==> src/sv/dcq_pkg.sv <==
package dcq_pkg;

   // fixed field widths
   localparam int SLOT_W      = 9;
   localparam int VALUE_W     = 8;
   localparam int INDEX_W     = 5;
   localparam int CTRL_BLK_W  = 4;
   localparam int MIN_SUM_W   = 10;
   localparam int CSR_INDEX_W = 1;
   localparam int CSR_DATA_W  = 10;

   // history row: four bytes, newest in the low byte
   localparam int HIST_DEPTH = 4;
   localparam int HIST_W     = HIST_DEPTH * VALUE_W;

   // register indexes
   localparam logic [CSR_INDEX_W-1:0] CSR_CONTROL_BLOCK  = 1'b0;
   localparam logic [CSR_INDEX_W-1:0] CSR_MIN_CHANGE_SUM = 1'b1;

   // register reset values
   localparam logic [CTRL_BLK_W-1:0] CTRL_BLK_RESET = 4'd11;
   localparam logic [MIN_SUM_W-1:0]  MIN_SUM_RESET  = 10'd2;

   typedef enum logic [2:0] {
      ST_IDLE,
      ST_DIV,
      ST_SPLIT,
      ST_SHIFT,
      ST_EVAL_RD,
      ST_EVAL_WR,
      ST_EMIT_RD,
      ST_EMIT_OUT
   } state_type;

endpackage

==> src/sv/dcq_req_if.sv <==
interface dcq_req_if;
   import dcq_pkg::*;

   logic               valid;
   logic               ready;
   logic [SLOT_W-1:0]  slot;
   logic [VALUE_W-1:0] slot_value;
   logic               frame_end;

   modport source (output valid, output slot, output slot_value, output frame_end,
                   input ready);
   modport sink   (input valid, input slot, input slot_value, input frame_end,
                   output ready);
endinterface

==> src/sv/dcq_rsp_if.sv <==
interface dcq_rsp_if;
   import dcq_pkg::*;

   logic               valid;
   logic               ready;
   logic [INDEX_W-1:0] out_index;
   logic [VALUE_W-1:0] out_value;
   logic               out_last;

   modport source (output valid, output out_index, output out_value, output out_last,
                   input ready);
   modport sink   (input valid, input out_index, input out_value, input out_last,
                   output ready);
endinterface

==> src/sv/dcq_ram.sv <==
module dcq_ram #(
   parameter int WIDTH = 8,
   parameter int DEPTH = 16
) (
   input  logic                     clock,
   input  logic                     reset,
   input  logic                     wr_en,
   input  logic [$clog2(DEPTH)-1:0] wr_addr,
   input  logic [WIDTH-1:0]         wr_data,
   input  logic                     rd_en,
   input  logic [$clog2(DEPTH)-1:0] rd_addr,
   output logic [WIDTH-1:0]         rd_data
);
   logic [WIDTH-1:0] store_ff [DEPTH];
   logic [DEPTH-1:0] vld_ff;
   logic [WIDTH-1:0] rd_data_ff;
   logic             rd_vld_ff;

   // storage array and registered read
   always_ff @(posedge clock) begin
      if (wr_en) begin
         store_ff[wr_addr] <= wr_data;
      end
      if (rd_en) begin
         rd_data_ff <= store_ff[rd_addr];
      end
   end

   // per-entry valid bits, cleared by reset so unwritten entries read zero
   always_ff @(posedge clock) begin
      if (reset) begin
         vld_ff    <= '0;
         rd_vld_ff <= 1'b0;
      end else begin
         if (wr_en) begin
            vld_ff[wr_addr] <= 1'b1;
         end
         if (rd_en) begin
            rd_vld_ff <= vld_ff[rd_addr];
         end
      end
   end

   assign rd_data = rd_vld_ff ? rd_data_ff : '0;
endmodule

==> src/sv/dcq_slot_split.sv <==
module dcq_slot_split #(
   parameter int CHANNELS_PER_BLOCK = 16
) (
   input  logic                                  clock,
   input  logic [dcq_pkg::SLOT_W-1:0]            pos,
   output logic [dcq_pkg::SLOT_W-1:0]            blk,
   output logic [$clog2(CHANNELS_PER_BLOCK)-1:0] ch
);
   import dcq_pkg::*;

   localparam int CH_W      = $clog2(CHANNELS_PER_BLOCK);
   localparam int DIV_SHIFT = 18;
   localparam int PROD_W    = SLOT_W + DIV_SHIFT;
   localparam logic [DIV_SHIFT-1:0] DIV_MULT =
      DIV_SHIFT'((1 << DIV_SHIFT) / CHANNELS_PER_BLOCK + 1);
   localparam logic [SLOT_W:0] CPB_W = (SLOT_W + 1)'(CHANNELS_PER_BLOCK);

   logic [PROD_W-1:0] prod;
   logic [SLOT_W-1:0] quot_ff;
   logic [SLOT_W:0]   back;
   logic [SLOT_W:0]   rem_raw;
   logic [SLOT_W:0]   rem;

   // quotient estimate by reciprocal multiply
   assign prod = PROD_W'(pos) * PROD_W'(DIV_MULT);

   always_ff @(posedge clock) begin
      quot_ff <= prod[PROD_W-1:DIV_SHIFT];
   end

   // remainder and one-step correction
   assign back    = (SLOT_W + 1)'(quot_ff) * CPB_W;
   assign rem_raw = {1'b0, pos} - back;

   always_comb begin
      if (rem_raw >= CPB_W) begin
         blk = quot_ff + SLOT_W'(1);
         rem = rem_raw - CPB_W;
      end else begin
         blk = quot_ff;
         rem = rem_raw;
      end
   end

   assign ch = rem[CH_W-1:0];
endmodule

==> src/sv/dmx_channel_qualifier.sv <==
// slot beat: taken in idle, then slot decode; in the control block the history row
//   is read, then the shifted row is written back through the history ram
// frame end beat: then evaluation of each channel (held ram read and write per
//   channel), then a read and an output step per report beat, held by any rsp stall
// slot beats are taken only in idle, so a new one waits until the last one and any report are done
// reset: synchronous; histories and held values read as zero, registers to 11 and 2
module dmx_channel_qualifier #(
   parameter int CHANNELS_PER_BLOCK = 16,
   parameter int ACTIVE_BLOCKS      = 6,
   parameter int NUM_BLOCKS         = 12
) (
   input  logic                             clock,
   input  logic                             reset,
   dcq_req_if.sink                          req_ch,
   dcq_rsp_if.source                        rsp_ch,
   input  logic                             csr_write_en,
   input  logic [dcq_pkg::CSR_INDEX_W-1:0]  csr_index,
   input  logic [dcq_pkg::CSR_DATA_W-1:0]   csr_wdata
);
   import dcq_pkg::*;

   localparam int CH_W       = $clog2(CHANNELS_PER_BLOCK);
   localparam int REPORT_LEN = CHANNELS_PER_BLOCK + ACTIVE_BLOCKS;
   localparam int IDX_W      = $clog2(REPORT_LEN);
   localparam logic [SLOT_W:0]  SLOT_LIMIT = (SLOT_W + 1)'(NUM_BLOCKS * CHANNELS_PER_BLOCK);
   localparam logic [CH_W-1:0]  HALF       = CH_W'(CHANNELS_PER_BLOCK / 2);
   localparam logic [CH_W-1:0]  LAST_CH    = CH_W'(CHANNELS_PER_BLOCK - 1);
   localparam logic [IDX_W-1:0] HELD_END   = IDX_W'(CHANNELS_PER_BLOCK);
   localparam logic [IDX_W-1:0] LAST_IDX   = IDX_W'(REPORT_LEN - 1);

   function automatic logic [VALUE_W-1:0] absdiff(input logic [VALUE_W-1:0] a,
                                                   input logic [VALUE_W-1:0] b);
      return (a > b) ? a - b : b - a;
   endfunction

   state_type state_ff, state_in;

   logic [SLOT_W-1:0]        pos_ff, pos_in;
   logic [VALUE_W-1:0]       val_ff, val_in;
   logic                     fend_ff, fend_in;
   logic                     in_range_ff, in_range_in;
   logic [CTRL_BLK_W-1:0]    ctrl_blk_ff, ctrl_blk_in;
   logic [MIN_SUM_W-1:0]     min_sum_ff, min_sum_in;
   logic [ACTIVE_BLOCKS-1:0] frame_act_ff, frame_act_in;
   logic [ACTIVE_BLOCKS-1:0] block_act_ff, block_act_in;
   logic [CH_W-1:0]          chan_ff, chan_in;
   logic [IDX_W-1:0]         idx_ff, idx_in;

   logic [SLOT_W-1:0]        split_blk;
   logic [CH_W-1:0]          split_ch;
   logic                     hit;
   logic [ACTIVE_BLOCKS-1:0] act_set;

   logic              hist_rd_en, hist_wr_en;
   logic [CH_W-1:0]   hist_rd_addr, hist_wr_addr;
   logic [HIST_W-1:0] hist_rd_data, hist_wr_data;
   logic               held_rd_en, held_wr_en;
   logic [CH_W-1:0]    held_rd_addr;
   logic [VALUE_W-1:0] held_rd_data;

   logic [VALUE_W-1:0]   h0, h1, h2, h3;
   logic [MIN_SUM_W-1:0] step_sum;
   logic                 three, differs, take;
   logic [CH_W-1:0]      partner;
   logic                 is_held, flag, is_last;
   logic                 req_beat, rsp_beat;

   assign req_beat = req_ch.valid && req_ch.ready;
   assign rsp_beat = rsp_ch.valid && rsp_ch.ready;

   // slot number to block and channel
   dcq_slot_split #(
      .CHANNELS_PER_BLOCK (CHANNELS_PER_BLOCK)
   ) u_split (
      .clock (clock),
      .pos   (pos_ff),
      .blk   (split_blk),
      .ch    (split_ch)
   );

   assign hit = in_range_ff && (split_blk == SLOT_W'(ctrl_blk_ff));

   always_comb begin
      for (int i = 0; i < ACTIVE_BLOCKS; i++) begin
         act_set[i] = (split_blk == SLOT_W'(i)) && (val_ff != '0);
      end
   end

   // four-byte history per control channel
   dcq_ram #(
      .WIDTH (HIST_W),
      .DEPTH (CHANNELS_PER_BLOCK)
   ) u_hist_ram (
      .clock   (clock),
      .reset   (reset),
      .wr_en   (hist_wr_en),
      .wr_addr (hist_wr_addr),
      .wr_data (hist_wr_data),
      .rd_en   (hist_rd_en),
      .rd_addr (hist_rd_addr),
      .rd_data (hist_rd_data)
   );

   // held channel values
   dcq_ram #(
      .WIDTH (VALUE_W),
      .DEPTH (CHANNELS_PER_BLOCK)
   ) u_held_ram (
      .clock   (clock),
      .reset   (reset),
      .wr_en   (held_wr_en),
      .wr_addr (chan_ff),
      .wr_data (h0),
      .rd_en   (held_rd_en),
      .rd_addr (held_rd_addr),
      .rd_data (held_rd_data)
   );

   // qualification of one channel from its history row
   assign h0 = hist_rd_data[VALUE_W-1:0];
   assign h1 = hist_rd_data[2*VALUE_W-1:VALUE_W];
   assign h2 = hist_rd_data[3*VALUE_W-1:2*VALUE_W];
   assign h3 = hist_rd_data[4*VALUE_W-1:3*VALUE_W];

   assign step_sum = MIN_SUM_W'(absdiff(h3, h2)) + MIN_SUM_W'(absdiff(h2, h1))
                   + MIN_SUM_W'(absdiff(h1, h0));
   assign three    = (h3 != h2) && (h2 != h1) && (h1 != h0);
   assign differs  = (h0 != held_rd_data) && (h1 != h0);
   assign take     = (three || differs) && (step_sum > min_sum_ff);
   assign partner  = (chan_ff < HALF) ? chan_ff + HALF : chan_ff - HALF;

   // report beat fields
   assign is_held = idx_ff < HELD_END;
   assign is_last = idx_ff == LAST_IDX;

   always_comb begin
      flag = 1'b0;
      for (int i = 0; i < ACTIVE_BLOCKS; i++) begin
         if (idx_ff == IDX_W'(CHANNELS_PER_BLOCK + i)) begin
            flag = block_act_ff[i];
         end
      end
   end

   assign rsp_ch.out_index = INDEX_W'(idx_ff);
   assign rsp_ch.out_value = is_held ? held_rd_data : VALUE_W'(flag);
   assign rsp_ch.out_last  = is_last;

   // next state
   always_comb begin
      state_in = state_ff;
      unique case (state_ff)
         ST_IDLE: begin
            if (req_beat) begin
               state_in = ST_DIV;
            end
         end
         ST_DIV: begin
            state_in = ST_SPLIT;
         end
         ST_SPLIT: begin
            priority if (hit) begin
               state_in = ST_SHIFT;
            end else if (fend_ff) begin
               state_in = ST_EVAL_RD;
            end else begin
               state_in = ST_IDLE;
            end
         end
         ST_SHIFT: begin
            state_in = fend_ff ? ST_EVAL_RD : ST_IDLE;
         end
         ST_EVAL_RD: begin
            state_in = ST_EVAL_WR;
         end
         ST_EVAL_WR: begin
            state_in = (chan_ff == LAST_CH) ? ST_EMIT_RD : ST_EVAL_RD;
         end
         ST_EMIT_RD: begin
            state_in = ST_EMIT_OUT;
         end
         ST_EMIT_OUT: begin
            if (rsp_beat) begin
               state_in = is_last ? ST_IDLE : ST_EMIT_RD;
            end
         end
         default: begin
            state_in = ST_IDLE;
         end
      endcase
   end

   // outputs and memory controls
   always_comb begin
      req_ch.ready = 1'b0;
      rsp_ch.valid = 1'b0;
      hist_rd_en   = 1'b0;
      hist_rd_addr = chan_ff;
      hist_wr_en   = 1'b0;
      hist_wr_addr = split_ch;
      hist_wr_data = {hist_rd_data[HIST_W-VALUE_W-1:0], val_ff};
      held_rd_en   = 1'b0;
      held_rd_addr = idx_ff[CH_W-1:0];
      held_wr_en   = 1'b0;
      unique case (state_ff)
         ST_IDLE: begin
            req_ch.ready = 1'b1;
         end
         ST_SPLIT: begin
            hist_rd_en   = hit;
            hist_rd_addr = split_ch;
         end
         ST_SHIFT: begin
            hist_wr_en = 1'b1;
         end
         ST_EVAL_RD: begin
            hist_rd_en   = 1'b1;
            held_rd_en   = 1'b1;
            held_rd_addr = partner;
         end
         ST_EVAL_WR: begin
            held_wr_en = take;
         end
         ST_EMIT_RD: begin
            held_rd_en = is_held;
         end
         ST_EMIT_OUT: begin
            rsp_ch.valid = 1'b1;
         end
         default: begin
         end
      endcase
   end

   // datapath next values
   always_comb begin
      pos_in       = pos_ff;
      val_in       = val_ff;
      fend_in      = fend_ff;
      in_range_in  = in_range_ff;
      ctrl_blk_in  = ctrl_blk_ff;
      min_sum_in   = min_sum_ff;
      frame_act_in = frame_act_ff;
      block_act_in = block_act_ff;
      chan_in      = chan_ff;
      idx_in       = idx_ff;

      if (csr_write_en) begin
         unique case (csr_index)
            CSR_CONTROL_BLOCK:  ctrl_blk_in = csr_wdata[CTRL_BLK_W-1:0];
            CSR_MIN_CHANGE_SUM: min_sum_in  = csr_wdata[MIN_SUM_W-1:0];
            default: begin
            end
         endcase
      end

      unique case (state_ff)
         ST_IDLE: begin
            chan_in = '0;
            if (req_beat) begin
               pos_in      = req_ch.slot - SLOT_W'(1);
               val_in      = req_ch.slot_value;
               fend_in     = req_ch.frame_end;
               in_range_in = (req_ch.slot != '0) && ({1'b0, req_ch.slot} <= SLOT_LIMIT);
            end
         end
         ST_SPLIT: begin
            if (in_range_ff) begin
               frame_act_in = frame_act_ff | act_set;
            end
         end
         ST_EVAL_WR: begin
            chan_in = chan_ff + CH_W'(1);
            if (chan_ff == LAST_CH) begin
               block_act_in = frame_act_ff;
               frame_act_in = '0;
               idx_in       = '0;
            end
         end
         ST_EMIT_OUT: begin
            if (rsp_beat) begin
               idx_in = idx_ff + IDX_W'(1);
            end
         end
         default: begin
         end
      endcase
   end

   // payload registers
   always_ff @(posedge clock) begin
      pos_ff      <= pos_in;
      val_ff      <= val_in;
      fend_ff     <= fend_in;
      in_range_ff <= in_range_in;
   end

   // control registers
   always_ff @(posedge clock) begin
      if (reset) begin
         state_ff     <= ST_IDLE;
         ctrl_blk_ff  <= CTRL_BLK_RESET;
         min_sum_ff   <= MIN_SUM_RESET;
         frame_act_ff <= '0;
         block_act_ff <= '0;
         chan_ff      <= '0;
         idx_ff       <= '0;
      end else begin
         state_ff     <= state_in;
         ctrl_blk_ff  <= ctrl_blk_in;
         min_sum_ff   <= min_sum_in;
         frame_act_ff <= frame_act_in;
         block_act_ff <= block_act_in;
         chan_ff      <= chan_in;
         idx_ff       <= idx_in;
      end
   end
endmodule

==> src/flat_wrapper.sv <==
// flat-port wrapper written by rule: the top's interface ports become plain ports
module dmx_channel_qualifier_flat import dcq_pkg::*;
#(
   parameter int CHANNELS_PER_BLOCK = 16,
   parameter int ACTIVE_BLOCKS      = 6,
   parameter int NUM_BLOCKS         = 12
)
  (clock, reset, csr_write_en, csr_index, csr_wdata, req_ch_valid, req_ch_slot, req_ch_slot_value, req_ch_frame_end, req_ch_ready, rsp_ch_valid, rsp_ch_out_index, rsp_ch_out_value, rsp_ch_out_last, rsp_ch_ready);
  dcq_req_if req_ch_i ();
  dcq_rsp_if rsp_ch_i ();
  input  logic clock;
  input  logic reset;
  input  logic csr_write_en;
  input  logic [dcq_pkg::CSR_INDEX_W-1:0] csr_index;
  input  logic [dcq_pkg::CSR_DATA_W-1:0] csr_wdata;
  input wire logic [$bits(req_ch_i.valid)-1:0] req_ch_valid;
  input wire logic [$bits(req_ch_i.slot)-1:0] req_ch_slot;
  input wire logic [$bits(req_ch_i.slot_value)-1:0] req_ch_slot_value;
  input wire logic [$bits(req_ch_i.frame_end)-1:0] req_ch_frame_end;
  output wire logic [$bits(req_ch_i.ready)-1:0] req_ch_ready;
  output wire logic [$bits(rsp_ch_i.valid)-1:0] rsp_ch_valid;
  output wire logic [$bits(rsp_ch_i.out_index)-1:0] rsp_ch_out_index;
  output wire logic [$bits(rsp_ch_i.out_value)-1:0] rsp_ch_out_value;
  output wire logic [$bits(rsp_ch_i.out_last)-1:0] rsp_ch_out_last;
  input wire logic [$bits(rsp_ch_i.ready)-1:0] rsp_ch_ready;
  assign req_ch_i.valid = req_ch_valid;
  assign req_ch_i.slot = req_ch_slot;
  assign req_ch_i.slot_value = req_ch_slot_value;
  assign req_ch_i.frame_end = req_ch_frame_end;
  assign req_ch_ready = req_ch_i.ready;
  assign rsp_ch_valid = rsp_ch_i.valid;
  assign rsp_ch_out_index = rsp_ch_i.out_index;
  assign rsp_ch_out_value = rsp_ch_i.out_value;
  assign rsp_ch_out_last = rsp_ch_i.out_last;
  assign rsp_ch_i.ready = rsp_ch_ready;
  dmx_channel_qualifier #(.CHANNELS_PER_BLOCK(CHANNELS_PER_BLOCK), .ACTIVE_BLOCKS(ACTIVE_BLOCKS), .NUM_BLOCKS(NUM_BLOCKS)) u_core (.clock(clock), .reset(reset), .req_ch(req_ch_i), .rsp_ch(rsp_ch_i), .csr_write_en(csr_write_en), .csr_index(csr_index), .csr_wdata(csr_wdata));
endmodule
==> config.mk <==
export PLATFORM = sky130hd
export DESIGN_NAME = dmx_channel_qualifier_flat
export DESIGN_NICKNAME = d
export VERILOG_FILES = /design/src/sv/dcq_pkg.sv /design/src/sv/dcq_req_if.sv /design/src/sv/dcq_rsp_if.sv /design/src/sv/dcq_ram.sv /design/src/sv/dcq_slot_split.sv /design/src/sv/dmx_channel_qualifier.sv /design/src/flat_wrapper.sv
export SDC_FILE = /design/constraint.sdc
export NUM_CORES = 1
export LEC_CHECK = 0
export BUFFER_PORTS_ARGS = -buffer_cell sky130_fd_sc_hd__buf_2
export CORE_MARGIN = 4
export CORE_UTILIZATION = 45
export CTS_CLUSTER_SIZE = 8
export DETAILED_ROUTE_END_ITERATION = 7
export PLACE_DENSITY = 0.61
export RECOVER_POWER = 50
export SYNTH_ARGS = -nofsm -noshare
export SYNTH_HDL_FRONTEND = slang
export SYNTH_SLANG_ARGS = --single-unit
export TNS_END_PERCENT = 10
==> constraint.sdc <==
create_clock -name clock -period 8.8 [get_ports clock]
set_input_delay 1.76 -clock clock [delete_from_list [all_inputs] [get_ports clock]]
set_output_delay 1.76 -clock clock [all_outputs]
set_load 0.05 [all_outputs]
==> reports/results.txt <==
Hold WC Path Type: flip-flop to flip-flop
Metal2 WL: 40,700 um
RSZ-0062 raised after global routing: false
Drc violations: 0
Wl on met1: 32,600 um
Register area share after synthesis: 67.2%
Wire length on met3: 4410 um
Full die area: 78,900 um2
Cts bufs inserted: 107
Vias in the first global route: 19,500
Avg Synthesized Cell Area: 16.1 um2
Synth warn: 0
Die H: 281 um
Initial Util: 45.7%
CTS tree: built
Clk_lat worst skew: 0.67 ns
Via count: 18,700
#FFs+latches synth: 776
Critical path peak fanout: 35
Non-Filler Instances: 3,220
Layout area overhead: 13.8%
DRT Wirelength: 80,100 um
Max-slew violation count: 373
Share of cells above drive strength 1: 19.0%
Fill count: 5,992
Slowest-stage cell, CP: and2_0
Flip-flop and latch area: 22,500 um2
Synth area leader: edfxtp_1
CP bufs+invs: 2
Clk sink count: 776
Highest routed layer: met4
Grt ovf: 0
Setup WS pre-CTS: 0.932 ns
CP Data Arrival Time: 8.25 ns
Yosys cell types: 88
H-tree depth: 3
Post-synth EDFFs: 699
WS Path Type: flip-flop to flip-flop
Longest Clk Path Bufs: 3
Clock transition at the registers of the reported paths: 0.05 ns
Cell row count: 99
Post-Synthesis Cells: 2,075
Max Cap Viol: 10
Most used cell, CP: ha_1
Worst endpoint required time: 9.10 ns
Routed wire per std cell: 24.9 um
Fin. Hold Viols: 0
Avg Vias per Cell: 5.81
CP startpoint kind: flip-flop
Top delay family on crit path: simple AND/OR/NAND/NOR gates
Ranking of synthesized cells by area: edfxtp_1 63%, mux4_2 11%, dfxtp_1 4.6%, ha_1 3.1%, nand2_1 2.1%
VDD IR max: 0.000165 V
# port buffers: 49
Gr usage total: 20.5%
Drt pass-1 iters: 6
Share of synthesized flip-flops with an asynchronous set or reset: 0%
Die width: 281 um
Status: complete, but fails checks
Final worst slack: 0.847 ns
I/O Pins: 50
Final nets: 2,324
Failing checks: capacitance limit, slew limit
Fin util: 52.0%
Hpwl dp: 45,600 um
Setup TNS: 0 ns
Worst slew pin tran: 3.15 ns
First-pass GRT wire length: 121,000 um
Final setup fails: 0
Pin count of the biggest net entering global routing: 133
Post CTS Setup Buffer Count: 0
Nature of the critical path endpoint: flip-flop
Area taken by multi-input logic gates: 10,300 um2
Top-area cell type share of the netlist area: 62.6%
RePlAce Congestion: 0.872
Post-CTS Resized: 0
Power per Cell Area: 207 nW/um2
Leak: 12.3 nW
Placed Cells: 3,049
Slowest Stage Delay on Critical Path: 0.82 ns
Min Tclk post-route: 7.95 ns
Rel. slew slack: -110%
Cts hold-fix bufs: 0
Initial antenna violation count: 0
Final antenna-violating net count: 0
Final Cycle Share: 90.4%
Syn Nets: 2,200
Ant diodes: 0
Most used DFF post-synth: edfxtp_1
Max Clk Rate: 126 MHz
Core Area: 73,300 um2
Synthesized area: 33,500 um2
Clk root buf: clkbuf_16
Clk_skew: 0.0525 ns
Initial DRC count: 1,671
-- state kept, by name, summed over array words and instances (netlist names), 5 cells and up --
register                      count
u_core.u_hist_ram.store_ff      512
u_core.u_held_ram.store_ff      128
u_core.u_hist_ram.rd_data_ff     32
u_core.u_held_ram.vld_ff         16
u_core.u_hist_ram.vld_ff         16
u_core.min_sum_ff                10
u_core.pos_ff                     9
u_core.u_held_ram.rd_data_ff      8
u_core.val_ff                     8
u_core.block_act_ff               6
u_core.frame_act_ff               6
u_core.rsp_ch.out_index           5
u_core.u_split.quot_ff            5
-- cell usage after synthesis, types with 5 or more instances --
cell type and count:
a211o_1 7, a211oi_1 51, a21boi_0 6, a21o_1 15, a21oi_1 61, a31oi_1 44, a32oi_1 5, and2_1 57
and3_1 7, buf_2 24, buf_4 10, clkbuf_1 50, dfxtp_1 77, edfxtp_1 699, fa_1 9, ha_1 82
inv_1 92, mux2_2 8, mux2i_1 22, mux4_1 7, mux4_2 161, nand2_1 183, nand2b_1 14, nand3_1 15
nand3b_1 11, nand4_1 7, nor2_1 106, nor2b_1 12, nor3_1 25, nor4_1 7, o211ai_1 6, o21ai_0 30
o21ba_2 17, o21bai_1 5, o22ai_1 5, xnor2_1 26, xor2_1 23
-- metrics by stage --
stage	cell area, um2	power (mW)	hold WS [ns]
floorplan	33500	4.17	0.348
global placement	35100	4.22	0.357
detailed placement	35100	4.23	0.359
CTS	38200	8.00	0.372
global route	38100	8.18	0.393
finish	38100	7.91	0.370
-- worst register-to-register path: stages, from the launching register on --
cell and delay, ns:
dfxtp_2 0.77, and2_0 0.84, ha_1 0.37, nand4_1 0.26, or4_1 0.61, nand2b_1 0.29
mux2_2 0.39, o21ai_0 0.20, xnor2_1 0.12, ha_1 0.33, o21ai_0 0.12, a21boi_0 0.25
nor2_1 0.09, ha_1 0.32, a21oi_1 0.22, o21bai_1 0.10, a21oi_1 0.23, nor2b_1 0.07
o21a_1 0.17, ha_1 0.28, and4_1 0.22, a21o_1 0.15, a211oi_1 0.20, buf_4 0.20
nand2_1 0.07, buf_4 0.15, nor2_1 0.56
-- per-layer routing --
metal	vias to the layer above	GRT usage, %
li1	8320	-
met1	9657	27.0
met4	0	7.02
met3	146	2.91
met5	-	0
met2	588	35.4
-- final cells by class --
type / instances / share of cell area, %
clock inverter: 7 / 0.413
multi-input combinational: 1113 / 27.1
tap: 959 / 3.15
sequential: 776 / 59.1
timing repair buffer: 109 / 1.72
inverter: 92 / 0.906
clock buffer: 164 / 7.66
-- report_power, final --
| group | total [mW] | leakage [nW] | internal [mW] | switching, mW |
|---|---|---|---|---|
| Clock | 3.75 | 1.47 | 2.28 | 1.47 |
| Combinational | 0.132 | 4.70 | 0.0504 | 0.0814 |
| Sequential | 4.02 | 6.14 | 4.00 | 0.0259 |
| Total | 7.91 | 12.3 | 6.33 | 1.58 |
-- final timing paths --
| kind | from | endpoint | slack (ns) | cells past startpoint |
|---|---|---|---|---|
| setup / recovery | u_core.u_hist_ram.rd_vld_ff$_SDFFE_PP0P_ | u_core.u_held_ram.store_ff[6][7]$_DFFE_PP_ | 0.85 | 26 |
| setup reg to reg | u_core.u_hist_ram.rd_vld_ff$_SDFFE_PP0P_ | u_core.u_held_ram.store_ff[6][7]$_DFFE_PP_ | 0.85 | 26 |
| hold / removal | u_core.pos_ff[4]$_DFFE_PP_ | u_core.u_split.quot_ff[0]$_DFF_P_ | 0.37 | 0 |
| hold reg to reg | u_core.pos_ff[4]$_DFFE_PP_ | u_core.u_split.quot_ff[0]$_DFF_P_ | 0.37 | 0 |
-- cell usage in the layout, fill, tap and decap left out, types with 17 or more instances in the layout --
master     instances
o21ba_2           17
o21ai_0           30
and2_1            50
nor3_1            21
edfxtp_1         699
nand2_1          182
clkbuf_16        108
buf_4             43
buf_2             43
ha_1              82
a211oi_1          51
a31oi_1           44
xnor2_1           26
a21oi_1           61
clkbuf_1          76
mux2i_1           20
xor2_1            23
nor2_1            94
inv_1             92
dfxtp_1           76
mux4_2           161
-- cell families (layout without fill, tap and decap cells) --
family,after synthesis,after routing,synth area share (%)
XOR/XNOR,49,49,1.28
AO/OA/AOI/OAI,302,302,6.33
AND/OR/NAND/NOR,471,471,6.67
adder cells (fa/ha/maj),91,91,3.60
multiplexers,200,200,12.4
flip-flops,776,776,67.2
buffers and inverters,186,372,2.44
(Power assumes the default switching activity.)
